$ cat src/rtl/kpv_pkg.sv
`timescale 1ns / 1ps
// ----------------------------------------------------------------------------
// kpv_pkg
// Types, register-file map and the micro-program of the position/velocity
// filter sequencer.
// ----------------------------------------------------------------------------
package kpv_pkg;

   localparam int ADDR_W   = 5;
   localparam int DEPTH    = 30;
   localparam int PC_W     = 6;
   localparam int PROG_LEN = 54;

   localparam logic [31:0] ONE_Q24 = 32'sd16777216;

   // register file map
   localparam logic [ADDR_W-1:0] R_PE  = 5'd0;
   localparam logic [ADDR_W-1:0] R_VE  = 5'd1;
   localparam logic [ADDR_W-1:0] R_CPP = 5'd2;
   localparam logic [ADDR_W-1:0] R_CPV = 5'd3;
   localparam logic [ADDR_W-1:0] R_CVP = 5'd4;
   localparam logic [ADDR_W-1:0] R_CVV = 5'd5;
   localparam logic [ADDR_W-1:0] R_DT  = 5'd6;
   localparam logic [ADDR_W-1:0] R_VP  = 5'd7;
   localparam logic [ADDR_W-1:0] R_VA  = 5'd8;
   localparam logic [ADDR_W-1:0] R_PM  = 5'd9;
   localparam logic [ADDR_W-1:0] R_AM  = 5'd10;
   localparam logic [ADDR_W-1:0] R_DT2 = 5'd11;
   localparam logic [ADDR_W-1:0] R_DT3 = 5'd12;
   localparam logic [ADDR_W-1:0] R_P   = 5'd13;
   localparam logic [ADDR_W-1:0] R_V   = 5'd14;
   localparam logic [ADDR_W-1:0] R_QA  = 5'd15;
   localparam logic [ADDR_W-1:0] R_QB  = 5'd16;
   localparam logic [ADDR_W-1:0] R_N0  = 5'd17;
   localparam logic [ADDR_W-1:0] R_TA  = 5'd18;
   localparam logic [ADDR_W-1:0] R_N1  = 5'd19;
   localparam logic [ADDR_W-1:0] R_N2  = 5'd20;
   localparam logic [ADDR_W-1:0] R_N3  = 5'd21;
   localparam logic [ADDR_W-1:0] R_S   = 5'd22;
   localparam logic [ADDR_W-1:0] R_G0  = 5'd23;
   localparam logic [ADDR_W-1:0] R_G1  = 5'd24;
   localparam logic [ADDR_W-1:0] R_R   = 5'd25;
   localparam logic [ADDR_W-1:0] R_HP  = 5'd26;
   localparam logic [ADDR_W-1:0] R_HV  = 5'd27;
   localparam logic [ADDR_W-1:0] R_TC  = 5'd28;

   localparam logic [1:0] CSR_STEP_TIME     = 2'd0;
   localparam logic [1:0] CSR_MEASURE_NOISE = 2'd1;
   localparam logic [1:0] CSR_PROCESS_NOISE = 2'd2;

   typedef enum logic [2:0] {
      OP_MUL,
      OP_MULH,
      OP_ADD,
      OP_SUB,
      OP_DIV
   } op_type;

   typedef struct packed {
      op_type            op;
      logic [ADDR_W-1:0] a;
      logic [ADDR_W-1:0] b;
      logic [ADDR_W-1:0] dst;
   } uop_type;

   typedef struct packed {
      op_type op;
      logic   mul_load;
   } alu_ctrl_type;

   function automatic uop_type uop_fetch(input logic [PC_W-1:0] pc);
      uop_type u;
      case (pc)
         6'd0:    u = '{OP_MUL,  R_DT,  R_DT,  R_DT2};
         6'd1:    u = '{OP_MUL,  R_DT2, R_DT,  R_DT3};
         6'd2:    u = '{OP_MUL,  R_VE,  R_DT,  R_P};
         6'd3:    u = '{OP_ADD,  R_PE,  R_P,   R_P};
         6'd4:    u = '{OP_MULH, R_AM,  R_DT2, R_V};
         6'd5:    u = '{OP_ADD,  R_P,   R_V,   R_P};
         6'd6:    u = '{OP_MUL,  R_AM,  R_DT,  R_V};
         6'd7:    u = '{OP_ADD,  R_VE,  R_V,   R_V};
         6'd8:    u = '{OP_MUL,  R_VA,  R_DT2, R_QA};
         6'd9:    u = '{OP_MUL,  R_VA,  R_DT3, R_QB};
         6'd10:   u = '{OP_ADD,  R_CPV, R_CVP, R_N0};
         6'd11:   u = '{OP_MUL,  R_N0,  R_DT,  R_N0};
         6'd12:   u = '{OP_ADD,  R_CPP, R_N0,  R_N0};
         6'd13:   u = '{OP_MUL,  R_CVV, R_DT2, R_TA};
         6'd14:   u = '{OP_ADD,  R_N0,  R_TA,  R_N0};
         6'd15:   u = '{OP_ADD,  R_N0,  R_QA,  R_N0};
         6'd16:   u = '{OP_MUL,  R_CVV, R_DT,  R_TA};
         6'd17:   u = '{OP_ADD,  R_CPV, R_TA,  R_N1};
         6'd18:   u = '{OP_ADD,  R_N1,  R_QB,  R_N1};
         6'd19:   u = '{OP_ADD,  R_CVP, R_TA,  R_N2};
         6'd20:   u = '{OP_ADD,  R_N2,  R_QB,  R_N2};
         6'd21:   u = '{OP_ADD,  R_CVV, R_QA,  R_N3};
         6'd22:   u = '{OP_ADD,  R_N1,  R_N2,  R_S};
         6'd23:   u = '{OP_MUL,  R_S,   R_DT,  R_S};
         6'd24:   u = '{OP_ADD,  R_N0,  R_S,   R_S};
         6'd25:   u = '{OP_MUL,  R_N3,  R_DT2, R_G0};
         6'd26:   u = '{OP_ADD,  R_S,   R_G0,  R_S};
         6'd27:   u = '{OP_MUL,  R_VP,  R_VP,  R_G0};
         6'd28:   u = '{OP_ADD,  R_S,   R_G0,  R_S};
         6'd29:   u = '{OP_MUL,  R_N1,  R_DT,  R_G0};
         6'd30:   u = '{OP_ADD,  R_N0,  R_G0,  R_G0};
         6'd31:   u = '{OP_DIV,  R_G0,  R_S,   R_G0};
         6'd32:   u = '{OP_MUL,  R_N3,  R_DT,  R_G1};
         6'd33:   u = '{OP_ADD,  R_N2,  R_G1,  R_G1};
         6'd34:   u = '{OP_DIV,  R_G1,  R_S,   R_G1};
         6'd35:   u = '{OP_SUB,  R_PM,  R_P,   R_R};
         6'd36:   u = '{OP_MUL,  R_V,   R_DT,  R_TC};
         6'd37:   u = '{OP_SUB,  R_R,   R_TC,  R_R};
         6'd38:   u = '{OP_MUL,  R_G0,  R_R,   R_TC};
         6'd39:   u = '{OP_ADD,  R_P,   R_TC,  R_PE};
         6'd40:   u = '{OP_MUL,  R_G1,  R_R,   R_TC};
         6'd41:   u = '{OP_ADD,  R_V,   R_TC,  R_VE};
         6'd42:   u = '{OP_MUL,  R_N2,  R_DT,  R_HP};
         6'd43:   u = '{OP_ADD,  R_N0,  R_HP,  R_HP};
         6'd44:   u = '{OP_MUL,  R_N3,  R_DT,  R_HV};
         6'd45:   u = '{OP_ADD,  R_N1,  R_HV,  R_HV};
         6'd46:   u = '{OP_MUL,  R_G0,  R_HP,  R_TC};
         6'd47:   u = '{OP_SUB,  R_N0,  R_TC,  R_CPP};
         6'd48:   u = '{OP_MUL,  R_G0,  R_HV,  R_TC};
         6'd49:   u = '{OP_SUB,  R_N1,  R_TC,  R_CPV};
         6'd50:   u = '{OP_MUL,  R_G1,  R_HP,  R_TC};
         6'd51:   u = '{OP_SUB,  R_N2,  R_TC,  R_CVP};
         6'd52:   u = '{OP_MUL,  R_G1,  R_HV,  R_TC};
         6'd53:   u = '{OP_SUB,  R_N3,  R_TC,  R_CVV};
         default: u = '{OP_ADD,  R_PE,  R_PE,  R_TC};
      endcase
      return u;
   endfunction

endpackage

$ cat src/rtl/kpv_alu.sv
`timescale 1ns / 1ps
// ----------------------------------------------------------------------------
// kpv_alu
// Shared saturating add/subtract and registered 32x32 multiplier with
// round-half-away-from-zero scaling by 24 or 25 bits.
// ----------------------------------------------------------------------------
module kpv_alu (
   input  logic                  clock,
   input  kpv_pkg::alu_ctrl_type ctrl,
   input  logic signed [31:0]    opa,
   input  logic signed [31:0]    opb,
   output logic        [31:0]    sum_res,
   output logic        [31:0]    mul_res
);

   logic signed [63:0] prod_ff;
   logic               sh25_ff;
   logic signed [32:0] sum_wide;
   logic               prod_neg;
   logic        [63:0] prod_mag;
   logic        [63:0] prod_rnd;
   logic        [63:0] prod_shift;

   always_ff @(posedge clock) begin
      if (ctrl.mul_load) begin
         prod_ff <= opa * opb;
         sh25_ff <= (ctrl.op == kpv_pkg::OP_MULH);
      end
   end

   always_comb begin
      if (ctrl.op == kpv_pkg::OP_SUB) begin
         sum_wide = {opa[31], opa} - {opb[31], opb};
      end else begin
         sum_wide = {opa[31], opa} + {opb[31], opb};
      end
      if (sum_wide > 33'sd2147483647) begin
         sum_res = 32'h7fffffff;
      end else if (sum_wide < -33'sd2147483648) begin
         sum_res = 32'h80000000;
      end else begin
         sum_res = sum_wide[31:0];
      end
   end

   always_comb begin
      prod_neg = prod_ff[63];
      prod_mag = prod_neg ? 64'(-prod_ff) : 64'(prod_ff);
      if (sh25_ff) begin
         prod_rnd   = prod_mag + (64'd1 << 24);
         prod_shift = prod_rnd >> 25;
      end else begin
         prod_rnd   = prod_mag + (64'd1 << 23);
         prod_shift = prod_rnd >> 24;
      end
      if (prod_neg) begin
         if (prod_shift >= 64'd2147483648) begin
            mul_res = 32'h80000000;
         end else begin
            mul_res = 32'(-prod_shift[31:0]);
         end
      end else if (prod_shift > 64'd2147483647) begin
         mul_res = 32'h7fffffff;
      end else begin
         mul_res = prod_shift[31:0];
      end
   end

endmodule

$ cat config.mk
export PLATFORM = sky130hd
export DESIGN_NAME = kpv_alu
export DESIGN_NICKNAME = d
export VERILOG_FILES = /design/src/rtl/kpv_pkg.sv /design/src/rtl/kpv_alu.sv
export SDC_FILE = /design/constraint.sdc
export NUM_CORES = 2
export LEC_CHECK = 0
export BUFFER_PORTS_ARGS = -buffer_cell sky130_fd_sc_hd__buf_4
export CORE_MARGIN = 8
export CORE_UTILIZATION = 55
export DETAILED_ROUTE_END_ITERATION = 10
export HOLD_SLACK_MARGIN = 0.08
export PLACE_DENSITY = 0.8
export SYNTH_ARGS = -nofsm -noshare
export SYNTH_HDL_FRONTEND = slang
export SYNTH_SLANG_ARGS = --single-unit
$ cat constraint.sdc
create_clock -name clock -period 13.3 [get_ports clock]
set_clock_uncertainty 0.15 [all_clocks]
set_input_delay 0.665 -clock clock [delete_from_list [all_inputs] [get_ports clock]]
set_output_delay 0.665 -clock clock [all_outputs]
set_load 0.05 [all_outputs]
**Word level (Yosys, flattened, before mapping)**

Index checks and enable logic that the tools add are counted.

- Flip-flop bits (word level): 65
- Input port bits: 69
- Output and inout port bits: 64
- Logic and storage cells: 23

- Add/subtract/negate cells: 6
- $mul: 1
- Order comparisons: 4
- Equal/unequal tests: 2
- Multiplexer cells: 8

Operator list:

| cell | count |
|---|---|
| 32-bit two-way mux | 5 |
| 64-bit by 24-bit adder with 64-bit output (second input constant) | 1 |
| 64-bit by 25-bit adder with 64-bit output (second input constant) | 1 |
| 64-bit by 32-bit >= comparator with 1-bit output (second input constant) | 1 |
| 64-bit by 31-bit > comparator with 1-bit output (second input constant) | 1 |
| 32-bit by 32-bit multiplier with 64-bit output | 1 |
| 64-bit two-way mux | 1 |
| 64-bit negator | 1 |
| 40-bit two-way mux | 1 |
| 32-bit by 32-bit adder with 33-bit output | 1 |
| 33-bit by 32-bit > comparator with 1-bit output (second input constant) | 1 |
| 33-bit by 32-bit less-than comparator with 1-bit output (second input constant) | 1 |
| 33-bit two-way mux | 1 |
| 32-bit by 32-bit subtractor with 33-bit output | 1 |
| 32-bit negator | 1 |
| 3-bit by 1-bit equality test with 1-bit output (second input constant) | 1 |
| 3-bit by 2-bit equality test with 1-bit output (second input constant) | 1 |

**Depth between registers and ports, before layout**

- Depth after elaboration: 7
- Depth in mapped cells: 32
- Mapped depth without buffers: 30

**Worst setup path before layout**

No wires, ideal clock.

- Path kind: input-to-reg
- Start: input opb[4]
- End: register prod_ff[63], data pin
- Setup time: 0.260 ns
- Arrival: 8.498 ns
- Data required time: 12.890 ns
- Path slack: 4.392 ns
- Stages: 30
- Path buffers: 2
- Cells stage by stage: clkbuf_1 -> clkbuf_1 -> nand2_1 -> fa_1 -> inv_1 -> fa_1 -> inv_1 -> fa_1 -> fa_1 -> inv_1 -> fa_1 -> inv_1 -> fa_1 -> inv_1 -> fa_1 -> inv_1 -> fa_1 -> inv_1 -> ha_1 -> nand4_1 -> or3_1 -> a211oi_1 -> o21ai_0 -> o211ai_1 -> a41oi_1 -> o41ai_1 -> a221o_1 -> a221o_1 -> a21oi_1 -> xnor2_1

- Cells in the longest elaborated chain, start to end: 1

RTL lines:

| what | RTL line | text |
|---|---|---|
| start: declaration | kpv_alu.sv:11 | `input logic signed [31:0] opb,` |
| 32-bit by 32-bit multiplier with 64-bit output | kpv_alu.sv:26 | `prod_ff <= opa * opb;` |
| end signal: assignment | kpv_alu.sv:26 |  |
| end: declaration | kpv_alu.sv:16 | `logic signed [63:0] prod_ff;` |

No other way between the ends.
A chain may end at the register's enable or synchronous reset.

**Worst setup path in the final report**

- Start: input opa[14]
- End: register prod_ff[63], data pin

- Cells in the longest elaborated chain, start to end: 1

RTL lines:

| what | RTL line | text |
|---|---|---|
| start: declaration | kpv_alu.sv:10 | `input logic signed [31:0] opa,` |
| 32-bit by 32-bit multiplier with 64-bit output | kpv_alu.sv:26 |  |

No other way between the ends.

==> results.tsv <==
stage	metric	value	unit
clock_network	cts hold-fix bufs	0	
drt	post-detailed-route wirelength per cell	20.8	microns
global_route	largest net degree at the start of global routing	67	
clock_network	H-tree depth	3	
layout	nets	6495	
placement	Final HPWL DP	101	mm
clock_network	Setup Buffers After CTS	0	
drt	TritonRoute pass-1 iters	5	
floorplanning	Die ar.	94500	sq um
synth	sequential-to-total area share from yosys stat	0.0418	
synth	Synthesis Warnings	0	
setup_path	crit end category	flip-flop	
setup_path	critical path required time	13.23	ns
clock_network	TritonCTS clock tree	yes	
run	max-capacitance violation count	0	
drt	Vias/cell	5.83	
floorplanning	Initial Utilization	0.552	
synth	Post-Syn Area	46700	sq um
setup_path	most used cell, CP	fa_1	
sta	Period minus WS final	9.65	ns
setup_path	crit path max fanout	33	
floorplanning	row count	107	
synth	syn nets	6660	
status	status	complete, no violations	
drt	DR iter-0 viols	3508	
floorplanning	Core ar.	84600	sq um
global_route	number of global-route vias before repair	39000	
global_route	initial antenna violation count	2	
synth	Mean Syn Cell Area	8.84	sq um
setup_path	kind of critical path	primary input to flip-flop	
sta	setup TNS	0	ns
sta	max frequency	0.104	GHz
synth	Yosys top cell by area	fa_1	
drt	final WL	130	mm
synth	top cells by area, synth	fa_1, inv_1, and2_1, ha_1, nand2_1	
synth	area share of the largest cell type after synthesis	0.464	
sta	final hold viol count	0	
worst_hold_path	worst hold path type	primary input to flip-flop	
clock_network	clk sink count	65	
setup_path	CP startpoint kind	primary input	
worst_hold_path	hold_sp	ctrl[3]	
synth	asr flop ratio synth	0	
sta	Slew headroom	0.319	
setup_path	Critical-path top delay cell	o41ai_1	
floorplanning	Die Ht	307	microns
sta	worst slew pin tran	1.02	ns
synth	Gate Count Post-Synth	5286	
clock_network	clk buf depth	2	
sta	Max Slew Vio Count	0	
sta	RSZ-0062 raised after global routing	false	
global_route	gr ovfl total	0	
drt	post-route ant nets	0	
layout	area delta synth->final	3.35	%
synth	#FFs+latches synth	65	
placement	gp weighted congestion	0.950	
placement	PortBufs	132	
layout	fraction of layout cells with a size suffix above 1	0.0433	
synth	ys flop type	edfxtp_1	
global_route	first-pass GRT wire length	210	mm
layout	Layout fillers	7371	
clock_network	# resized after CTS	0	
floorplanning	io pins	133	
clock_network	Root Buffer Master	clkbuf_16	
clock_network	clk slew on worst S/H paths	0.05	ns
sta	final worst path period share	0.726	
setup_path	worst setup path start	opa[14]	
drt	DRC Markers	0	
setup_path	largest stage delay on the critical path	0.94	ns
clock_network	total CTS buffers	9	
sta	Setup-failing EPs final	0	
floorplanning	Die W	307	microns
setup_path	critical path data arrival time	9.58	ns
synth	synth unique cells	101	
synth	Post-synth EDFFs	65	
global_route	gr usage total	0.279	
drt	via count	36600	
[routing by layer]
metal	wire length, microns	global-route usage	share of wire
met4	4300	0.0850	0.033
met5	0	0	0
met1	51500	0.376	0.39
met3	14500	0.0617	0.11
met2	60200	0.452	0.46
[cell usage after synthesis, types with 10 or more instances]
cell	n
a211oi_1	19
a21o_1	61
a21oi_1	125
a22o_1	20
a31oi_1	35
and2_1	521
and3_1	22
and4_1	12
buf_2	16
clkbuf_1	291
edfxtp_1	65
fa_1	1083
ha_1	222
inv_1	1123
mux2i_1	22
nand2_1	603
nand2b_1	27
nand3_1	75
nand3b_1	10
nand4_1	34
nand4b_1	11
nor2_1	127
nor2b_1	41
nor3_1	60
nor3b_1	10
nor4_1	36
o211ai_1	13
o21a_1	10
o21ai_0	85
o21bai_1	15
o31ai_1	37
o41ai_1	12
or2_2	10
or3_1	22
or4_1	14
xnor2_1	138
xor2_1	88
[metrics by stage]
stage	hold slack (ns)	std cells	worst slack, ns	util	cell area, sq um
6_report	0.466	6271	3.65	0.570	48300
5_1_grt	0.483	6270	3.17	0.570	48300
4_1_cts	0.463	6270	3.75	0.570	48300
3_5_place_dp	0.816	6254	3.43	0.567	48000
3_3_place_gp	0.813	6254	3.58	0.567	48000
2_1_floorplan	0.627	5286	4.39	-	46700
[final timing paths]
kind / end / slack (ns) / cells past startpoint
max: prod_ff[63] / 3.65 / 29
min: sh25_ff / 0.47 / 2
[sequential cells by signal, indices dropped and copies added, names as in the netlist]
| name | flops |
|---|---|
| prod_ff | 64 |
| sh25_ff | 1 |
[worst max-delay path: cells and delay by family]
kind	cells	cell delay (ns)
adder cells (fa/ha/maj)	9	4.46
AO/OA/AOI/OAI	8	2.73
AND/OR/NAND/NOR	3	0.82
buffers and inverters	8	0.74
XOR/XNOR	1	0.12
[cells in the final DEF, fill, tap and decap left out, types with 11 or more instances in the layout]
master / instances
xnor2_1: 138
nand4_1: 34
inv_1: 1123
a21o_1: 61
nor2_1: 126
o211ai_1: 13
nand2b_1: 27
a31oi_1: 35
and2_1: 521
nor3_1: 60
nand3_1: 75
o31ai_1: 37
xor2_1: 88
edfxtp_1: 65
buf_4: 147
o41ai_1: 12
fa_1: 1083
and3_1: 22
or4_1: 14
or3_1: 22
o21ai_0: 85
a211oi_1: 19
nand4b_1: 11
mux2i_1: 22
nand2_1: 603
o21bai_1: 15
nor4_1: 36
a21oi_1: 125
a22o_1: 20
ha_1: 222
and4_1: 12
nor2b_1: 41
[kinds of logic after synthesis]
| group | Yosys count | synth area share |
|---|---|---|
| multiplexers | 29 | 0.00646 |
| AND/OR/NAND/NOR | 1674 | 0.188 |
| buffers and inverters | 1448 | 0.118 |
| adder cells (fa/ha/maj) | 1311 | 0.525 |
| flip-flops | 65 | 0.0418 |
| XOR/XNOR | 226 | 0.0424 |
| AO/OA/AOI/OAI | 533 | 0.0790 |
[cell type report]
cell class / instances / area [sq um] / share of cell area
multi-input cells: 3773 / 39300 / 0.813
inverters: 1125 / 4220 / 0.0875
flip-flops and latches: 65 / 1950 / 0.0404
well taps: 1144 / 1430 / 0.0297
repair buffers: 147 / 1100 / 0.0229
clock buffers: 9 / 225 / 0.00467
clock inverters: 7 / 71.3 / 0.00148
diodes: 1 / 2.50 / 0.0000518
Power is not shown: default switching activity piles up to over one toggle a cycle in this logic, so the estimate is an artifact.
