**config.mk**
```make
export PLATFORM = sky130hd
export DESIGN_NAME = kpv_divider
export DESIGN_NICKNAME = d
export VERILOG_FILES = /design/src/rtl/kpv_divider.sv
export SDC_FILE = /design/constraint.sdc
export NUM_CORES = 1
export LEC_CHECK = 0
export ABC_AREA = 1
export CORE_MARGIN = 2
export CORE_UTILIZATION = 59
export CTS_CLUSTER_DIAMETER = 80
export DETAILED_ROUTE_END_ITERATION = 10
export DONT_BUFFER_PORTS = 1
export PLACE_DENSITY = 0.82
export SETUP_SLACK_MARGIN = 0.02
export SYNTH_ARGS = -nofsm -noshare
export SYNTH_HDL_FRONTEND = slang
export SYNTH_SLANG_ARGS = --single-unit
```
**constraint.sdc**
```tcl
create_clock -name clock -period 9.3 [get_ports clock]
set_input_delay 1.86 -clock clock [delete_from_list [all_inputs] [get_ports clock]]
set_output_delay 1.86 -clock clock [all_outputs]
set_load 0.03 [all_outputs]
```
**src/rtl/kpv_divider.sv**
```systemverilog
`timescale 1ns / 1ps
// ----------------------------------------------------------------------------
// kpv_divider
// Restoring divider for Q8.24 quotients, one quotient bit per cycle,
// truncated toward zero and saturated; a zero divisor gives zero.
// ----------------------------------------------------------------------------
module kpv_divider (
   input  logic              clock,
   input  logic              reset,
   input  logic              start,
   input  logic signed [31:0] num,
   input  logic signed [31:0] den,
   output logic              busy,
   output logic              done,
   output logic [31:0]       quo
);

   localparam int DVD_W = 56;
   localparam int CNT_W = 6;

   typedef enum logic [1:0] {
      DV_IDLE,
      DV_RUN,
      DV_FIN
   } dv_state_type;

   dv_state_type       state_ff;
   logic [DVD_W-1:0]   dvd_ff;
   logic [31:0]        rem_ff;
   logic [31:0]        md_ff;
   logic [CNT_W-1:0]   cnt_ff;
   logic               neg_ff;
   logic               done_ff;
   logic [31:0]        quo_ff;
   logic [31:0]        num_mag;
   logic [31:0]        den_mag;
   logic [32:0]        trial;
   logic               fits;

   assign num_mag = num[31] ? 32'(-num) : num;
   assign den_mag = den[31] ? 32'(-den) : den;
   assign trial   = {rem_ff, dvd_ff[DVD_W-1]} - {1'b0, md_ff};
   assign fits    = !trial[32];

   always_ff @(posedge clock) begin
      done_ff <= 1'b0;
      if (reset) begin
         state_ff <= DV_IDLE;
      end else begin
         case (state_ff)
            DV_IDLE: begin
               if (start) begin
                  md_ff  <= den_mag;
                  rem_ff <= '0;
                  neg_ff <= num[31] ^ den[31];
                  cnt_ff <= CNT_W'(DVD_W - 1);
                  if (den == 32'sd0) begin
                     dvd_ff   <= '0;
                     state_ff <= DV_FIN;
                  end else begin
                     dvd_ff   <= {num_mag, 24'd0};
                     state_ff <= DV_RUN;
                  end
               end
            end
            DV_RUN: begin
               rem_ff <= fits ? trial[31:0] : {rem_ff[30:0], dvd_ff[DVD_W-1]};
               dvd_ff <= {dvd_ff[DVD_W-2:0], fits};
               cnt_ff <= cnt_ff - 1'b1;
               if (cnt_ff == '0) begin
                  state_ff <= DV_FIN;
               end
            end
            DV_FIN: begin
               if (neg_ff) begin
                  quo_ff <= (dvd_ff >= 56'd2147483648) ? 32'h80000000
                                                        : 32'(-dvd_ff[31:0]);
               end else begin
                  quo_ff <= (dvd_ff > 56'd2147483647) ? 32'h7fffffff : dvd_ff[31:0];
               end
               done_ff  <= 1'b1;
               state_ff <= DV_IDLE;
            end
            default: begin
               state_ff <= DV_IDLE;
            end
         endcase
      end
   end

   assign busy = (state_ff != DV_IDLE);
   assign done = done_ff;
   assign quo  = quo_ff;

endmodule

```
**After elaboration in Yosys (flattened, before gate mapping)**

Index checks and enable logic that the tools add are counted.

- Register bits: 162
- Logic and storage cells: 50
- Output and inout port bits: 34

- Reductions and logical operators: 10
- Muxes and demuxes: 18
- Magnitude comparators: 2
- Eq/ne operators: 4
- Bitwise logic cells: 2
- Add/sub/neg operators: 5

Operators with widths:

| cell | count |
|---|---|
| 32-bit two-way mux | 6 |
| 56-bit two-way mux | 2 |
| 56-bit case mux with 2 select lines | 1 |
| 32-bit negation | 3 |
| 32-bit case mux with 2 select lines | 1 |
| 56-bit by 32-bit greater-or-equal comparator with 1-bit output, second input constant | 1 |
| 56-bit by 31-bit > comparator with 1-bit output, second input constant | 1 |
| 33-bit by 32-bit subtractor with 33-bit output | 1 |
| 32-bit logical NOT | 1 |
| 31-bit two-way mux | 1 |
| 6-bit case mux with 2 select lines | 1 |
| 6-bit logical NOT | 1 |
| 2-bit two-way mux | 3 |
| 6-bit two-way mux | 1 |
| 3-bit AND reduction | 2 |
| 6-bit by 1-bit subtractor with 6-bit output, second input constant | 1 |
| 2-bit != test, second input constant | 2 |
| 2-bit case mux with 2 select lines | 1 |
| 2-bit AND reduction | 2 |
| 2-bit nonzero test | 2 |
| 2-bit by 1-bit == test with 1-bit output, second input constant | 1 |
| 2-bit == test, second input constant | 1 |
| 2-bit logical NOT | 1 |
| 1-bit logical NOT | 1 |
| other kinds (3) | 3 |

**Longest topological paths before layout**

Gate-level depths: netlist of run 1.

- Depth after elaboration: 5
- Mapped depth: 18

**Least setup slack after synthesis of run 1**

No wires, ideal clock.

- Path type: in2reg
- Start: input port start
- End: register cnt_ff[0], enable pin
- Cell stages on the path: 2
- Arrival: 8.901 ns
- Required time: 8.612 ns
- Setup slack: -0.289 ns
- Cell sequence: inv_1 a211oi_1

- Word-level cells in the longest chain between the ends: 2

RTL lines:

| item | line | RTL |
|---|---|---|
| start: declaration | 10 | `input logic start,` |
| 2-bit != test (no source line) | n/a |  |
| 3-bit AND reduction (no source line) | n/a |  |
| end signal: assignment | 56 | `cnt_ff <= CNT_W'(DVD_W - 1);` |
| end signal: assignment | 69 | `cnt_ff <= cnt_ff - 1'b1;` |
| end: declaration | 31 | `logic [CNT_W-1:0] cnt_ff;` |

Every way passes these cells.
A chain may end at the register's enable or synchronous reset.

**Final worst setup path of run 1**

- Start: input port den[1]
- End: register dvd_ff[54], data pin

- Word-level cells in the longest chain between the ends: 4

RTL lines:

| item | line | RTL |
|---|---|---|
| start: declaration | 12 | `input logic signed [31:0] den,` |
| 32-bit logical NOT | 57 | `if (den == 32'sd0) begin` |
| 56-bit two-way mux | 57 |  |
| 56-bit two-way mux | 52 | `if (start) begin` |
| 56-bit case mux with 2 select lines | 50 | `case (state_ff)` |
| end signal: assignment | 61 | `dvd_ff <= {num_mag, 24'd0};` |
| end signal: assignment | 68 | `dvd_ff <= {dvd_ff[DVD_W-2:0], fits};` |
| end: declaration | 28 | `logic [DVD_W-1:0] dvd_ff;` |

Every way passes these cells. The select of a mux whose other input is x is not followed.

==> flow_summary.html, run 1 <==
<table>
<tr><th>Metric</th><th>Value</th></tr>
<tr><th colspan="2">Synthesis</th></tr>
<tr><td>Number of different library cells in the post-synthesis netlist</td><td>43</td></tr>
<tr><td>Syn avg cell area</td><td>slightly above 7 um^2</td></tr>
<tr><td>Count of mapped cells out of synthesis</td><td>1606</td></tr>
<tr><td>Top-count cell post-synth</td><td>sky130_fd_sc_hd__nand2_1</td></tr>
<tr><td>Post-synth EDFFs</td><td>159</td></tr>
<tr><td>Netlist Area Pre-Place</td><td>roughly 12000 um^2</td></tr>
<tr><td>Post-synth top area share</td><td>40.9%</td></tr>
<tr><td>Leading post-synthesis cells by instance count</td><td>sky130_fd_sc_hd__nand2_1, sky130_fd_sc_hd__inv_1, sky130_fd_sc_hd__nor2_1</td></tr>
<tr><td>Synth warnings</td><td>0</td></tr>
<tr><td>Sequential cell area fraction in the yosys report</td><td>41.4%</td></tr>
<tr><td>Most common flop cell mapped by yosys</td><td>sky130_fd_sc_hd__edfxtp_1</td></tr>
<tr><td>Share of async-settable or async-resettable flops after synthesis</td><td>0%</td></tr>
<tr><td>Number of register bits inferred by synthesis</td><td>162</td></tr>
<tr><td>Post-Syn Nets</td><td>1711</td></tr>
<tr><td>Cell type contributing the most total cell area after synthesis</td><td>sky130_fd_sc_hd__edfxtp_1</td></tr>
<tr><td>Most area-consuming cells after synthesis</td><td>sky130_fd_sc_hd__edfxtp_1, sky130_fd_sc_hd__nand2_1, sky130_fd_sc_hd__inv_1</td></tr>
<tr><th colspan="2">Clock network</th></tr>
<tr><td>Clock transition at the registers of the reported paths</td><td>0.07 ns</td></tr>
<tr><td>Number of CTS-inserted buffers</td><td>17</td></tr>
<tr><td>CTS-repair resized insts</td><td>0</td></tr>
<tr><td>Worst-skew pair later-pin latency</td><td>0.44 ns</td></tr>
<tr><td>Cts-stage hold buffer count</td><td>0</td></tr>
<tr><td>Clock tree from TritonCTS</td><td>built</td></tr>
<tr><td>Number of buffers added for setup after CTS</td><td>0</td></tr>
<tr><td>Clock Path Buffers</td><td>2</td></tr>
<tr><td>Level count of the clock H-tree</td><td>4</td></tr>
<tr><td>Clock root buffer master</td><td>sky130_fd_sc_hd__clkbuf_16</td></tr>
<tr><td>CTS sink cnt</td><td>~160</td></tr>
<tr><th colspan="2">Drt</th></tr>
<tr><td>Antenna viol nets, final</td><td>0</td></tr>
<tr><td>Routed wire length</td><td>roughly 27000 um</td></tr>
<tr><td>Via-to-Cell Ratio</td><td>5.41</td></tr>
<tr><td>Via Count</td><td>10100</td></tr>
<tr><td>Per-cell routed wire length</td><td>14.5 um</td></tr>
<tr><td>Iteration-0 DRC count of the detailed router</td><td>990</td></tr>
<tr><td>DR pass1 iterations</td><td>6</td></tr>
<tr><td>Post-route DRC</td><td>0</td></tr>
<tr><th colspan="2">Finish</th></tr>
<tr><td>Non-filler cells, final</td><td>1876</td></tr>
<tr><td>Antenna diode count</td><td>0</td></tr>
<tr><td>Fillcell total</td><td>1624</td></tr>
<tr><td>Net count, final</td><td>1703</td></tr>
<tr><td>Syn-to-layout area delta</td><td>6.98%</td></tr>
<tr><td>Share of post-route cells with drive strength above 1</td><td>5.15%</td></tr>
<tr><th colspan="2">Worst setup path</th></tr>
<tr><td>Critical path endpoint category</td><td>register</td></tr>
<tr><td>Source of the critical timing path</td><td>den[1]</td></tr>
<tr><td>Start of the worst register-to-register path</td><td>state_ff[0]$_SDFFE_PP0P_</td></tr>
<tr><td>Endpoint arrival time on the critical path</td><td>4.16 ns</td></tr>
<tr><td>Worst Path Required</td><td>9.49 ns</td></tr>
<tr><td>Crit Path Class</td><td>in2reg</td></tr>
<tr><td>Critical-path maximum fanout</td><td>21</td></tr>
<tr><td>Crit path launch type</td><td>input pin</td></tr>
<tr><th colspan="2">Die</th></tr>
<tr><td>Total core area</td><td>19500 um^2</td></tr>
<tr><td>I/O Pins</td><td>101</td></tr>
<tr><td>Effective utilization at floorplan</td><td>60.0%</td></tr>
<tr><td>Total Die Area</td><td>about 21000 um^2</td></tr>
<tr><td>Standard-cell row count</td><td>51</td></tr>
<tr><td>Floorplan die width</td><td>145 um</td></tr>
<tr><td>Die Ht</td><td>145 um</td></tr>
<tr><th colspan="2">STA</th></tr>
<tr><td>Setup TNS</td><td>0 ns</td></tr>
<tr><td>Clock skew</td><td>~0.016 ns</td></tr>
<tr><td>Final-report hold violation count</td><td>0</td></tr>
<tr><td>Final min period</td><td>3.97 ns</td></tr>
<tr><td>Setup repair after global routing missed its margin</td><td>no</td></tr>
<tr><td>Final setup violation count</td><td>0</td></tr>
<tr><td>Final clock period utilization by the worst path</td><td>42.7%</td></tr>
<tr><td>Pins over their slew limit</td><td>0</td></tr>
<tr><td>Worst slew pin tran</td><td>1.02 ns</td></tr>
<tr><td>Maximum frequency from static timing analysis</td><td>252 MHz</td></tr>
<tr><td>Slew margin rel.</td><td>31.8%</td></tr>
<tr><th colspan="2">Power and ir drop</th></tr>
<tr><td>Leakage power total</td><td>a little under 6 nW</td></tr>
<tr><td>P per Cell Area</td><td>163 nW/um^2</td></tr>
<tr><td>Peak ir drop on the vdd network</td><td>150 uV</td></tr>
<tr><th colspan="2">Placement</th></tr>
<tr><td>Last weighted congestion value of the routability-driven placer</td><td>around 0.98</td></tr>
<tr><td>Cells after DPL</td><td>1844</td></tr>
<tr><td>Half-perimeter wire length of the detailed placement result</td><td>20500 um</td></tr>
<tr><td>I/O Buffers</td><td>0</td></tr>
<tr><th colspan="2">Global routing</th></tr>
<tr><td>GRT met2 Usage</td><td>around two fifths</td></tr>
<tr><td>Maximum number of pins on one net before global-route repair</td><td>a little under 70</td></tr>
<tr><td>Met3 global-route usage</td><td>about 5.1%</td></tr>
<tr><td>Met1 usage</td><td>a little under two fifths</td></tr>
<tr><td>Wire length of the first global-routing pass</td><td>approximately 44000 um</td></tr>
<tr><td>Overall track demand over capacity in global routing</td><td>26.6%</td></tr>
<tr><td>Number of global-route vias before repair</td><td>9333</td></tr>
<tr><td>Number of antenna violations at the first check in global routing</td><td>0</td></tr>
<tr><td>Layer carrying the most global-route usage</td><td>met2</td></tr>
<tr><td>Overall overflow remaining after global route</td><td>0</td></tr>
<tr><th colspan="2">Status</th></tr>
<tr><td>Outcome</td><td>completed</td></tr>
<tr><th colspan="2">Hold path</th></tr>
<tr><td>Tightest Hold Check Type</td><td>reg2reg</td></tr>
<tr><td>Min-delay src</td><td>state_ff[0]$_SDFFE_PP0P_</td></tr>
<tr><th colspan="2">Job</th></tr>
<tr><td>Maximum capacitance violations</td><td>0</td></tr>
</table>
-- placed cells by master, fill, tap and decap left out, types with 3 or more instances in the layout --
master,instances
sky130_fd_sc_hd__clkbuf_16,17
sky130_fd_sc_hd__o22ai_1,6
sky130_fd_sc_hd__clkinv_4,3
sky130_fd_sc_hd__nand4_1,27
sky130_fd_sc_hd__edfxtp_1,159
sky130_fd_sc_hd__nor2_2,8
sky130_fd_sc_hd__a21oi_1,33
sky130_fd_sc_hd__a31oi_1,3
sky130_fd_sc_hd__nand2_1,465
sky130_fd_sc_hd__ha_1,37
sky130_fd_sc_hd__nand3_1,78
sky130_fd_sc_hd__inv_2,7
sky130_fd_sc_hd__nand2_2,8
sky130_fd_sc_hd__dfxtp_1,3
sky130_fd_sc_hd__nor3_2,3
sky130_fd_sc_hd__inv_8,6
sky130_fd_sc_hd__nand3b_1,7
sky130_fd_sc_hd__xor2_1,65
sky130_fd_sc_hd__o21bai_1,4
sky130_fd_sc_hd__or2_2,5
sky130_fd_sc_hd__o21ai_1,8
sky130_fd_sc_hd__inv_1,272
sky130_fd_sc_hd__o31ai_1,8
sky130_fd_sc_hd__o211ai_1,7
sky130_fd_sc_hd__o21ai_0,64
sky130_fd_sc_hd__nor3_1,21
sky130_fd_sc_hd__buf_4,6
sky130_fd_sc_hd__nor2_1,238
sky130_fd_sc_hd__xnor2_1,13
sky130_fd_sc_hd__nand2_4,5
-- metrics by stage --
| stage | power (mW) | util [%] | hold slack, ns | worst slack [ns] | area, um^2 |
|---|---|---|---|---|---|
| after floorplan | 1.26 | - | 0.476 | 3.02 | 11700 |
| after global placement | 1.33 | 61.1 | 0.535 | 5.02 | 11900 |
| after detailed placement | 1.34 | 61.1 | 0.543 | 4.90 | 11900 |
| after CTS | 2.03 | 64.2 | 0.555 | 5.35 | 12500 |
| after global routing | 2.13 | 64.2 | 0.581 | 5.09 | 12500 |
| final | 2.03 | 64.2 | 0.552 | 5.33 | 12500 |
-- where the power goes --
part	switching, mW	internal (mW)
Sequential	0.0316	0.867
Clock	0.338	0.362
Combinational	0.297	0.139
-- cells by family after synthesis --
kind of cell	share of synthesized area [%]
buffers and inverters	10.6
flip-flops	41.4
AO/OA/AOI/OAI	6.69
AND/OR/NAND/NOR	31.3
XOR/XNOR	5.85
adder cells (fa/ha/maj)	4.14
-- final timing paths --
path / end / slack, ns / cells past startpoint
min: state_ff[0]$_SDFFE_PP0P_ / 0.55 / 3
max reg2reg: dvd_ff[54]$_DFFE_PP_ / 6.01 / 8
max: dvd_ff[54]$_DFFE_PP_ / 5.33 / 11
min reg2reg: state_ff[0]$_SDFFE_PP0P_ / 0.55 / 3
-- sequential cells by signal, indices dropped and copies added (netlist names) --
name      cells
state_ff      2
done          1
md_ff        32
rem_ff       32
cnt_ff        6
quo          32
dvd_ff       56
neg_ff        1
-- metal layers --
layer  vias up  part of all wire, %
met2       452                   44
met3        48                  9.3
met1      4578                   45
met5         -                    0
li1       5065                    -
met4         0                  2.0
-- cell type report --
cell class,instances,area [um^2],share of cell area [%]
timing repair buffer,6,45.0,0.361
clock inverter,15,164,1.31
inverter,281,1050,8.45
multi-input combinational,1130,5630,45.1
clock buffer,17,425,3.41
sequential,162,4830,38.7
tap,265,332,2.66
-- critical path: stages --
cell	delay, ns
sky130_fd_sc_hd__inv_1	0.06
sky130_fd_sc_hd__ha_1	0.18
sky130_fd_sc_hd__nand4_1	0.16
sky130_fd_sc_hd__nor2_1	0.23
sky130_fd_sc_hd__nand2_1	0.13
sky130_fd_sc_hd__nor2_2	0.17
sky130_fd_sc_hd__nand3_1	0.24
sky130_fd_sc_hd__nand2_1	0.55
sky130_fd_sc_hd__inv_1	0.33
sky130_fd_sc_hd__nand3_1	0.19
sky130_fd_sc_hd__nand2_1	0.06
Power figures use the tool's default switching activity.
==> inputs of run 2 (changes only) <==
Settings changed: CORE_UTILIZATION 59 to 65, PLACE_DENSITY 0.82 to 0.85.
Clock period 9.3 ns to 4.1 ns, I/O delays scaled along.
==> run 2 against run 1 <==
Compared with the run above:
- clock power is 130% higher
- hold slack worse by 0.11 ns
- design area down 0.18%
- via count increased by 2.4%
- critical path depth did not move
- first-iteration DRC count grew 5.7%
- die area decreased by 9.0%
- sequential share of layout area grew 0.070 points
- global-route usage is 3.1 points higher
- total power rose by 130%
- combinational power is 130% higher
- clock-buffer cell count unchanged
- critical path type unchanged
- critical endpoint is now dvd_ff[49]$_DFFE_PP_
==> flow_summary.html, run 2 (synthesis gave the netlist of run 1 again) <==
<table>
<tr><th>Metric</th><th>Value</th></tr>
<tr><th colspan="2">Clock network</th></tr>
<tr><td>Clock tree from TritonCTS</td><td>built</td></tr>
<tr><td>CTS-repair resized insts</td><td>0</td></tr>
<tr><td>Level count of the clock H-tree</td><td>4</td></tr>
<tr><td>Clock Path Buffers</td><td>2</td></tr>
<tr><td>CTS sink cnt</td><td>162</td></tr>
<tr><td>Number of CTS-inserted buffers</td><td>17</td></tr>
<tr><td>Number of buffers added for setup after CTS</td><td>0</td></tr>
<tr><td>Worst-skew pair later-pin latency</td><td>0.44 ns</td></tr>
<tr><td>Clock root buffer master</td><td>sky130_fd_sc_hd__clkbuf_16</td></tr>
<tr><td>Cts-stage hold buffer count</td><td>0</td></tr>
<tr><td>Clock transition at the registers of the reported paths</td><td>0.07 ns</td></tr>
<tr><th colspan="2">STA</th></tr>
<tr><td>Pins over their slew limit</td><td>0</td></tr>
<tr><td>Final min period</td><td>between 2 and 3 ns</td></tr>
<tr><td>Setup repair after global routing missed its margin</td><td>no</td></tr>
<tr><td>Final clock period utilization by the worst path</td><td>a little over two thirds</td></tr>
<tr><td>Final-report hold violation count</td><td>0</td></tr>
<tr><td>Post-layout worst setup margin</td><td>roughly 1.2 ns</td></tr>
<tr><td>Slew margin rel.</td><td>50.7%</td></tr>
<tr><td>Setup TNS</td><td>0 ns</td></tr>
<tr><td>Worst hold-check slack</td><td>0.447 ns</td></tr>
<tr><td>Clock skew</td><td>0.00979 ns</td></tr>
<tr><td>Worst slew pin tran</td><td>0.736 ns</td></tr>
<tr><td>Final setup violation count</td><td>0</td></tr>
<tr><td>Maximum frequency from static timing analysis</td><td>around 350 MHz</td></tr>
<tr><th colspan="2">Placement</th></tr>
<tr><td>Last weighted congestion value of the routability-driven placer</td><td>~1</td></tr>
<tr><td>Half-perimeter wire length of the detailed placement result</td><td>slightly above 20000 um</td></tr>
<tr><td>Place WS</td><td>0.859 ns</td></tr>
<tr><td>I/O Buffers</td><td>0</td></tr>
<tr><th colspan="2">Die</th></tr>
<tr><td>Standard-cell row count</td><td>49</td></tr>
<tr><td>Total Die Area</td><td>19000 um^2</td></tr>
<tr><td>I/O Pins</td><td>101</td></tr>
<tr><td>Effective utilization at floorplan</td><td>65.7%</td></tr>
<tr><td>Total core area</td><td>17800 um^2</td></tr>
<tr><td>Die Ht</td><td>~140 um</td></tr>
<tr><td>Floorplan die width</td><td>about 140 um</td></tr>
<tr><th colspan="2">Finish</th></tr>
<tr><td>Syn-to-layout area delta</td><td>6.78%</td></tr>
<tr><td>Most frequent cells in the layout</td><td>sky130_fd_sc_hd__nand2_1, sky130_fd_sc_hd__inv_1, sky130_fd_sc_hd__nor2_1</td></tr>
<tr><td>Fillcell total</td><td>between 1000 and 1500</td></tr>
<tr><td>Most common cell after layout, fill and taps aside</td><td>sky130_fd_sc_hd__nand2_1</td></tr>
<tr><td>Flip-flop count of the largest register after layout</td><td>56</td></tr>
<tr><td>Share of post-route cells with drive strength above 1</td><td>5.15%</td></tr>
<tr><td>Net count, final</td><td>~1700</td></tr>
<tr><td>Fraction of the core area covered by cells at the end of the flow</td><td>70.1%</td></tr>
<tr><td>Antenna diode count</td><td>0</td></tr>
<tr><td>Register ranked first by flip-flop count</td><td>dvd_ff</td></tr>
<tr><th colspan="2">Power and ir drop</th></tr>
<tr><td>Net switching share of the total power</td><td>32.4%</td></tr>
<tr><td>Post-layout total power</td><td>between 4 and 5 mW</td></tr>
<tr><td>Leakage power total</td><td>5.86 nW</td></tr>
<tr><td>Register share of total power</td><td>roughly 44%</td></tr>
<tr><td>Sw power</td><td>1.51 mW</td></tr>
<tr><td>Gate power share</td><td>between 20% and 30%</td></tr>
<tr><td>Peak ir drop on the vdd network</td><td>about 300 uV</td></tr>
<tr><td>Clk pwr share</td><td>34.9%</td></tr>
<tr><td>Internal</td><td>3.15 mW</td></tr>
<tr><td>P per Cell Area</td><td>374 nW/um^2</td></tr>
<tr><th colspan="2">Drt</th></tr>
<tr><td>Per-cell routed wire length</td><td>15.4 um</td></tr>
<tr><td>Routed wire length</td><td>~28000 um</td></tr>
<tr><td>Via-to-Cell Ratio</td><td>about 5.6</td></tr>
<tr><td>Via Count</td><td>10400</td></tr>
<tr><td>Post-route DRC</td><td>0</td></tr>
<tr><td>Antenna viol nets, final</td><td>0</td></tr>
<tr><td>Iteration-0 DRC count of the detailed router</td><td>about 1000</td></tr>
<tr><td>DR pass1 iterations</td><td>5</td></tr>
<tr><th colspan="2">Hold path</th></tr>
<tr><td>Min-delay src</td><td>reset</td></tr>
<tr><td>Depth of the worst hold-timing path</td><td>1</td></tr>
<tr><td>Hold path endpoint</td><td>state_ff[0]$_SDFFE_PP0P_</td></tr>
<tr><td>Tightest Hold Check Type</td><td>in2reg</td></tr>
<tr><th colspan="2">Global routing</th></tr>
<tr><td>Number of antenna violations at the first check in global routing</td><td>0</td></tr>
<tr><td>Overall track demand over capacity in global routing</td><td>between 20% and 30%</td></tr>
<tr><td>Wire length of the first global-routing pass</td><td>approximately 46000 um</td></tr>
<tr><td>Maximum number of pins on one net before global-route repair</td><td>95</td></tr>
<tr><td>Number of global-route vias before repair</td><td>between 9000 and 10000</td></tr>
<tr><td>Overall overflow remaining after global route</td><td>0</td></tr>
<tr><th colspan="2">Worst setup path</th></tr>
<tr><td>Crit Path Class</td><td>in2reg</td></tr>
<tr><td>Crit path launch type</td><td>input pin</td></tr>
<tr><td>Endpoint of the most critical register-to-register path</td><td>rem_ff[19]$_SDFFCE_PN0P_</td></tr>
<tr><td>Path depth of the worst reg2reg path</td><td>17</td></tr>
<tr><td>Start of the worst register-to-register path</td><td>dvd_ff[55]$_DFFE_PP_</td></tr>
<tr><td>Critical-path maximum fanout</td><td>21</td></tr>
<tr><td>Reg2reg setup slack</td><td>1.40 ns</td></tr>
<tr><td>Endpoint arrival time on the critical path</td><td>3.07 ns</td></tr>
<tr><td>Worst Path Required</td><td>about 4.3 ns</td></tr>
<tr><td>Critical path endpoint category</td><td>register</td></tr>
<tr><th colspan="2">Status</th></tr>
<tr><td>Outcome</td><td>completed</td></tr>
<tr><th colspan="2">Job</th></tr>
<tr><td>Maximum capacitance violations</td><td>0</td></tr>
</table>
run 2: cell count changes in the layout (fill, tap and decap cells not counted), sizes merged:
cell,previous run,this run
clkinv,8,5
bufinv,0,1
buf,6,7
clkinvlp,1,3
run 2: layout make-up:
| type | count | area (um^2) | area share, % |
|---|---|---|---|
| Multi-Input combinational cell | 1130 | 5630 | 45.2 |
| Sequential cell | 162 | 4830 | 38.8 |
| Inverter | 281 | 1050 | 8.46 |
| Clock buffer | 17 | 425 | 3.41 |
| Tap cell | 229 | 287 | 2.30 |
| Clock inverter | 15 | 166 | 1.33 |
| Timing Repair Buffer | 7 | 65.1 | 0.522 |
run 2: how the worst max path moves through the flow:
stage | start | endpoint | slack, ns
after floorplan | start | cnt_ff[0]$_SDFFCE_PN1P_ | 0.31
after global placement | den[1] | dvd_ff[54]$_DFFE_PP_ | 0.94
after global routing | den[1] | dvd_ff[54]$_DFFE_PP_ | 0.99
after detailed placement | den[1] | dvd_ff[54]$_DFFE_PP_ | 0.86
after CTS | den[1] | dvd_ff[54]$_DFFE_PP_ | 1.27
final | den[1] | dvd_ff[49]$_DFFE_PP_ | 1.21
run 2: worst max-delay path, stage by stage:
cell and delay, ns:
sky130_fd_sc_hd__inv_1 0.07, sky130_fd_sc_hd__ha_1 0.18, sky130_fd_sc_hd__nand4_1 0.16, sky130_fd_sc_hd__nor2_1 0.24, sky130_fd_sc_hd__nand2_1 0.14, sky130_fd_sc_hd__nor2_2 0.17, sky130_fd_sc_hd__nand3_1 0.15, sky130_fd_sc_hd__nand2_1 0.54
sky130_fd_sc_hd__inv_1 0.34, sky130_fd_sc_hd__nand2_1 0.17, sky130_fd_sc_hd__o21ai_1 0.07
run 2: power by group through the flow:
stage	sequential [mW]	combinational (mW)	clock, mW
final	2.04	0.999	1.63
after global routing	2.05	1.12	1.69
after CTS	2.04	0.983	1.63
after detailed placement	2.07	0.972	0
after global placement	2.07	0.946	0
after floorplan	2.06	0.791	0
run 2: through the flow:
step                      cells  instance area (um^2)
after floorplan            1606                 11700
after global placement     1809                 11900
after detailed placement   1809                 11900
after CTS                  1841                 12500
after global routing       1841                 12500
final                      1841                 12500
run 2: per-layer routing:
metal,part of all wire [%],GRT usage (%),vias to the layer above
li1,-,-,5062
met1,43,43.5,4737
met2,45,46.4,534
met3,10,5.61,52
met4,1.7,7.09,0
met5,0,0,-
==> inputs of run 3 (changes only) <==
Settings changed: CORE_UTILIZATION 65 to 59, PLACE_DENSITY 0.85 to 0.82.
Clock period 4.1 ns to 2.4 ns, I/O delays scaled along.
==> run 3 against run 2 <==
Compared with the run above:
- the run now ends with setup timing left
- total power up 80%
- worst setup slack worse by 1.4 ns
- design area up 7.1%
- hold slack got worse by 0.35 ns
- wire length increased by 10%
- global-route usage decreased by 0.19 points
- non-clock buffer count rose by 30
- first-iteration DRC count rose by 7.6%
- die area grew 9.9%
- sequential share of layout area fell by 2.6 points
- core utilization decreased by 1.5 points
==> flow_summary.html, run 3 (synthesis gave the netlist of run 1 again) <==
<table>
<tr><th>Metric</th><th>Value</th></tr>
<tr><th colspan="2">Status</th></tr>
<tr><td>Outcome</td><td>complete, but fails checks</td></tr>
<tr><td>Violated checks</td><td>setup timing</td></tr>
<tr><th colspan="2">Worst setup path</th></tr>
<tr><td>Critical path endpoint category</td><td>register</td></tr>
<tr><td>Start of the worst register-to-register path</td><td>dvd_ff[55]$_DFFE_PP_</td></tr>
<tr><td>Source of the critical timing path</td><td>dvd_ff[55]$_DFFE_PP_</td></tr>
<tr><td>Critical-path maximum fanout</td><td>8</td></tr>
<tr><td>Worst Path Required</td><td>between 2 and 3 ns</td></tr>
<tr><td>Endpoint arrival time on the critical path</td><td>between 2 and 3 ns</td></tr>
<tr><td>Crit path launch type</td><td>register</td></tr>
<tr><td>Crit Path Class</td><td>reg2reg</td></tr>
<tr><th colspan="2">Finish</th></tr>
<tr><td>Register ranked first by flip-flop count</td><td>dvd_ff</td></tr>
<tr><td>Flip-flop count of the largest register after layout</td><td>56</td></tr>
<tr><td>Non-filler cells, final</td><td>1916</td></tr>
<tr><td>Net count, final</td><td>1743</td></tr>
<tr><td>Fraction of the core area covered by cells at the end of the flow</td><td>between 60% and 70%</td></tr>
<tr><td>Most common cell after layout, fill and taps aside</td><td>sky130_fd_sc_hd__nand2_1</td></tr>
<tr><td>Antenna diode count</td><td>0</td></tr>
<tr><td>Most frequent cells in the layout</td><td>sky130_fd_sc_hd__nand2_1, sky130_fd_sc_hd__inv_1, sky130_fd_sc_hd__nor2_1</td></tr>
<tr><td>Syn-to-layout area delta</td><td>14.3%</td></tr>
<tr><td>Share of post-route cells with drive strength above 1</td><td>12.0%</td></tr>
<tr><th colspan="2">STA</th></tr>
<tr><td>Final-report hold violation count</td><td>0</td></tr>
<tr><td>Setup repair after global routing missed its margin</td><td>yes</td></tr>
<tr><td>Worst hold-check slack</td><td>0.0987 ns</td></tr>
<tr><td>Final min period</td><td>2.54 ns</td></tr>
<tr><td>Final clock period utilization by the worst path</td><td>106%</td></tr>
<tr><td>Worst slew pin tran</td><td>0.548 ns</td></tr>
<tr><td>Post-layout worst setup margin</td><td>-0.142 ns</td></tr>
<tr><td>Final setup violation count</td><td>32</td></tr>
<tr><td>Slew margin rel.</td><td>63.2%</td></tr>
<tr><td>Maximum frequency from static timing analysis</td><td>393 MHz</td></tr>
<tr><td>Pins over their slew limit</td><td>0</td></tr>
<tr><td>Clock skew</td><td>0.0145 ns</td></tr>
<tr><th colspan="2">Die</th></tr>
<tr><td>I/O Pins</td><td>101</td></tr>
<tr><td>Effective utilization at floorplan</td><td>between 50% and 60%</td></tr>
<tr><td>Standard-cell row count</td><td>51</td></tr>
<tr><td>Die Ht</td><td>145 um</td></tr>
<tr><td>Floorplan die width</td><td>145 um</td></tr>
<tr><td>Total core area</td><td>just under 20000 um^2</td></tr>
<tr><td>Total Die Area</td><td>20900 um^2</td></tr>
<tr><th colspan="2">Placement</th></tr>
<tr><td>Place WS</td><td>-0.0465 ns</td></tr>
<tr><td>I/O Buffers</td><td>0</td></tr>
<tr><td>Half-perimeter wire length of the detailed placement result</td><td>20800 um</td></tr>
<tr><td>Cells after DPL</td><td>1862</td></tr>
<tr><td>Last weighted congestion value of the routability-driven placer</td><td>0.997</td></tr>
<tr><th colspan="2">Global routing</th></tr>
<tr><td>Layer carrying the most global-route usage</td><td>met2</td></tr>
<tr><td>Overall track demand over capacity in global routing</td><td>slightly below 30%</td></tr>
<tr><td>Met1 usage</td><td>between 40% and 50%</td></tr>
<tr><td>Number of global-route vias before repair</td><td>between 10000 and 15000</td></tr>
<tr><td>GRT met2 Usage</td><td>47.7%</td></tr>
<tr><td>Met3 global-route usage</td><td>6.12%</td></tr>
<tr><td>Maximum number of pins on one net before global-route repair</td><td>96</td></tr>
<tr><td>Wire length of the first global-routing pass</td><td>roughly 48000 um</td></tr>
<tr><td>Overall overflow remaining after global route</td><td>0</td></tr>
<tr><td>Number of antenna violations at the first check in global routing</td><td>0</td></tr>
<tr><th colspan="2">Drt</th></tr>
<tr><td>DR pass1 iterations</td><td>6</td></tr>
<tr><td>Per-cell routed wire length</td><td>approximately 16 um</td></tr>
<tr><td>Routed wire length</td><td>around 31000 um</td></tr>
<tr><td>Via Count</td><td>10700</td></tr>
<tr><td>Post-route DRC</td><td>0</td></tr>
<tr><td>Antenna viol nets, final</td><td>0</td></tr>
<tr><td>Via-to-Cell Ratio</td><td>5.59</td></tr>
<tr><td>Iteration-0 DRC count of the detailed router</td><td>around 1100</td></tr>
<tr><th colspan="2">Hold path</th></tr>
<tr><td>Tightest Hold Check Type</td><td>in2reg</td></tr>
<tr><td>Min-delay src</td><td>reset</td></tr>
<tr><th colspan="2">Clock network</th></tr>
<tr><td>Cts-stage hold buffer count</td><td>0</td></tr>
<tr><td>CTS sink cnt</td><td>between 150 and 200</td></tr>
<tr><td>Clock Path Buffers</td><td>2</td></tr>
<tr><td>Clock tree from TritonCTS</td><td>built</td></tr>
<tr><td>Worst-skew pair later-pin latency</td><td>between 0.4 and 0.5 ns</td></tr>
<tr><td>Level count of the clock H-tree</td><td>4</td></tr>
<tr><td>Number of CTS-inserted buffers</td><td>17</td></tr>
<tr><td>Clock root buffer master</td><td>sky130_fd_sc_hd__clkbuf_16</td></tr>
<tr><td>Clock transition at the registers of the reported paths</td><td>about 0.080 ns</td></tr>
<tr><th colspan="2">Power and ir drop</th></tr>
<tr><td>Post-layout total power</td><td>8.37 mW</td></tr>
<tr><td>Leakage power total</td><td>between 6 and 7 nW</td></tr>
<tr><td>Peak ir drop on the vdd network</td><td>524 uV</td></tr>
<tr><td>P per Cell Area</td><td>627 nW/um^2</td></tr>
<tr><th colspan="2">Job</th></tr>
<tr><td>Maximum capacitance violations</td><td>0</td></tr>
</table>
-- run 3: layout make-up --
class                   count  area [um^2]
clock buffers              17          425
fillers                  1515         6110
well taps                 265          332
multi-input cells        1139         6160
repair buffers             37          382
flip-flops and latches    162         4830
clock inverters            15          159
inverters                 281         1060
-- run 3: per-layer routing --
metal  up-vias  wire, um  share of wire, %
met3        86      3170                10
met5         -         0                 0
li1       5171         -                 -
met1      4854     12600                41
met2       600     14500                47
met4         0       812               2.6
-- run 3: stage by stage --
stage	setup TNS (ns)	area, um^2
floorplan	-128.30	11700
global placement	0	12100
detailed placement	-0.511	12100
CTS	-0.0473	12900
global route	-5.29	13300
finish	-2.28	13300
-- run 3: worst max-delay path: stages, from the launching register on --
cell,delay [ns]
sky130_fd_sc_hd__edfxtp_1,0.42
sky130_fd_sc_hd__inv_2,0.06
sky130_fd_sc_hd__ha_4,0.17
sky130_fd_sc_hd__fa_2,0.41
sky130_fd_sc_hd__inv_2,0.08
sky130_fd_sc_hd__nand2_2,0.05
sky130_fd_sc_hd__nand2_2,0.07
sky130_fd_sc_hd__nand3_2,0.08
sky130_fd_sc_hd__nand2_2,0.10
sky130_fd_sc_hd__nand2_2,0.07
sky130_fd_sc_hd__nand2_4,0.09
sky130_fd_sc_hd__nand2_8,0.08
sky130_fd_sc_hd__nand2_8,0.11
sky130_fd_sc_hd__nand2_8,0.15
sky130_fd_sc_hd__nand2_8,0.15
sky130_fd_sc_hd__nand2_2,0.06
sky130_fd_sc_hd__nand2_1,0.09
sky130_fd_sc_hd__nor2_2,0.05
-- run 3: path summary, 6_finish.rpt --
check                                                 to  slack, ns  cells after the start
worst max-delay path            rem_ff[24]$_SDFFCE_PN0P_      -0.14                     17
worst min-delay path            state_ff[0]$_SDFFE_PP0P_        0.1                      1
worst max register to register  rem_ff[24]$_SDFFCE_PN0P_      -0.14                     17
worst min register to register  state_ff[0]$_SDFFE_PP0P_       0.55                      3
-- run 3: what timing repair did --
action,in CTS,in global routing
cloned,7,2
gates resized for setup,26,74
setup endpoints to repair,32,38
pin swaps,8,18
endpoints found under the hold margin,0,0
setup buffers,4,9
-- run 3: power breakdown --
group / internal [mW] / switching, mW
clock network: 1.39 / 1.31
registers: 3.36 / 0.132
logic: 0.757 / 1.41
total: 5.51 / 2.86
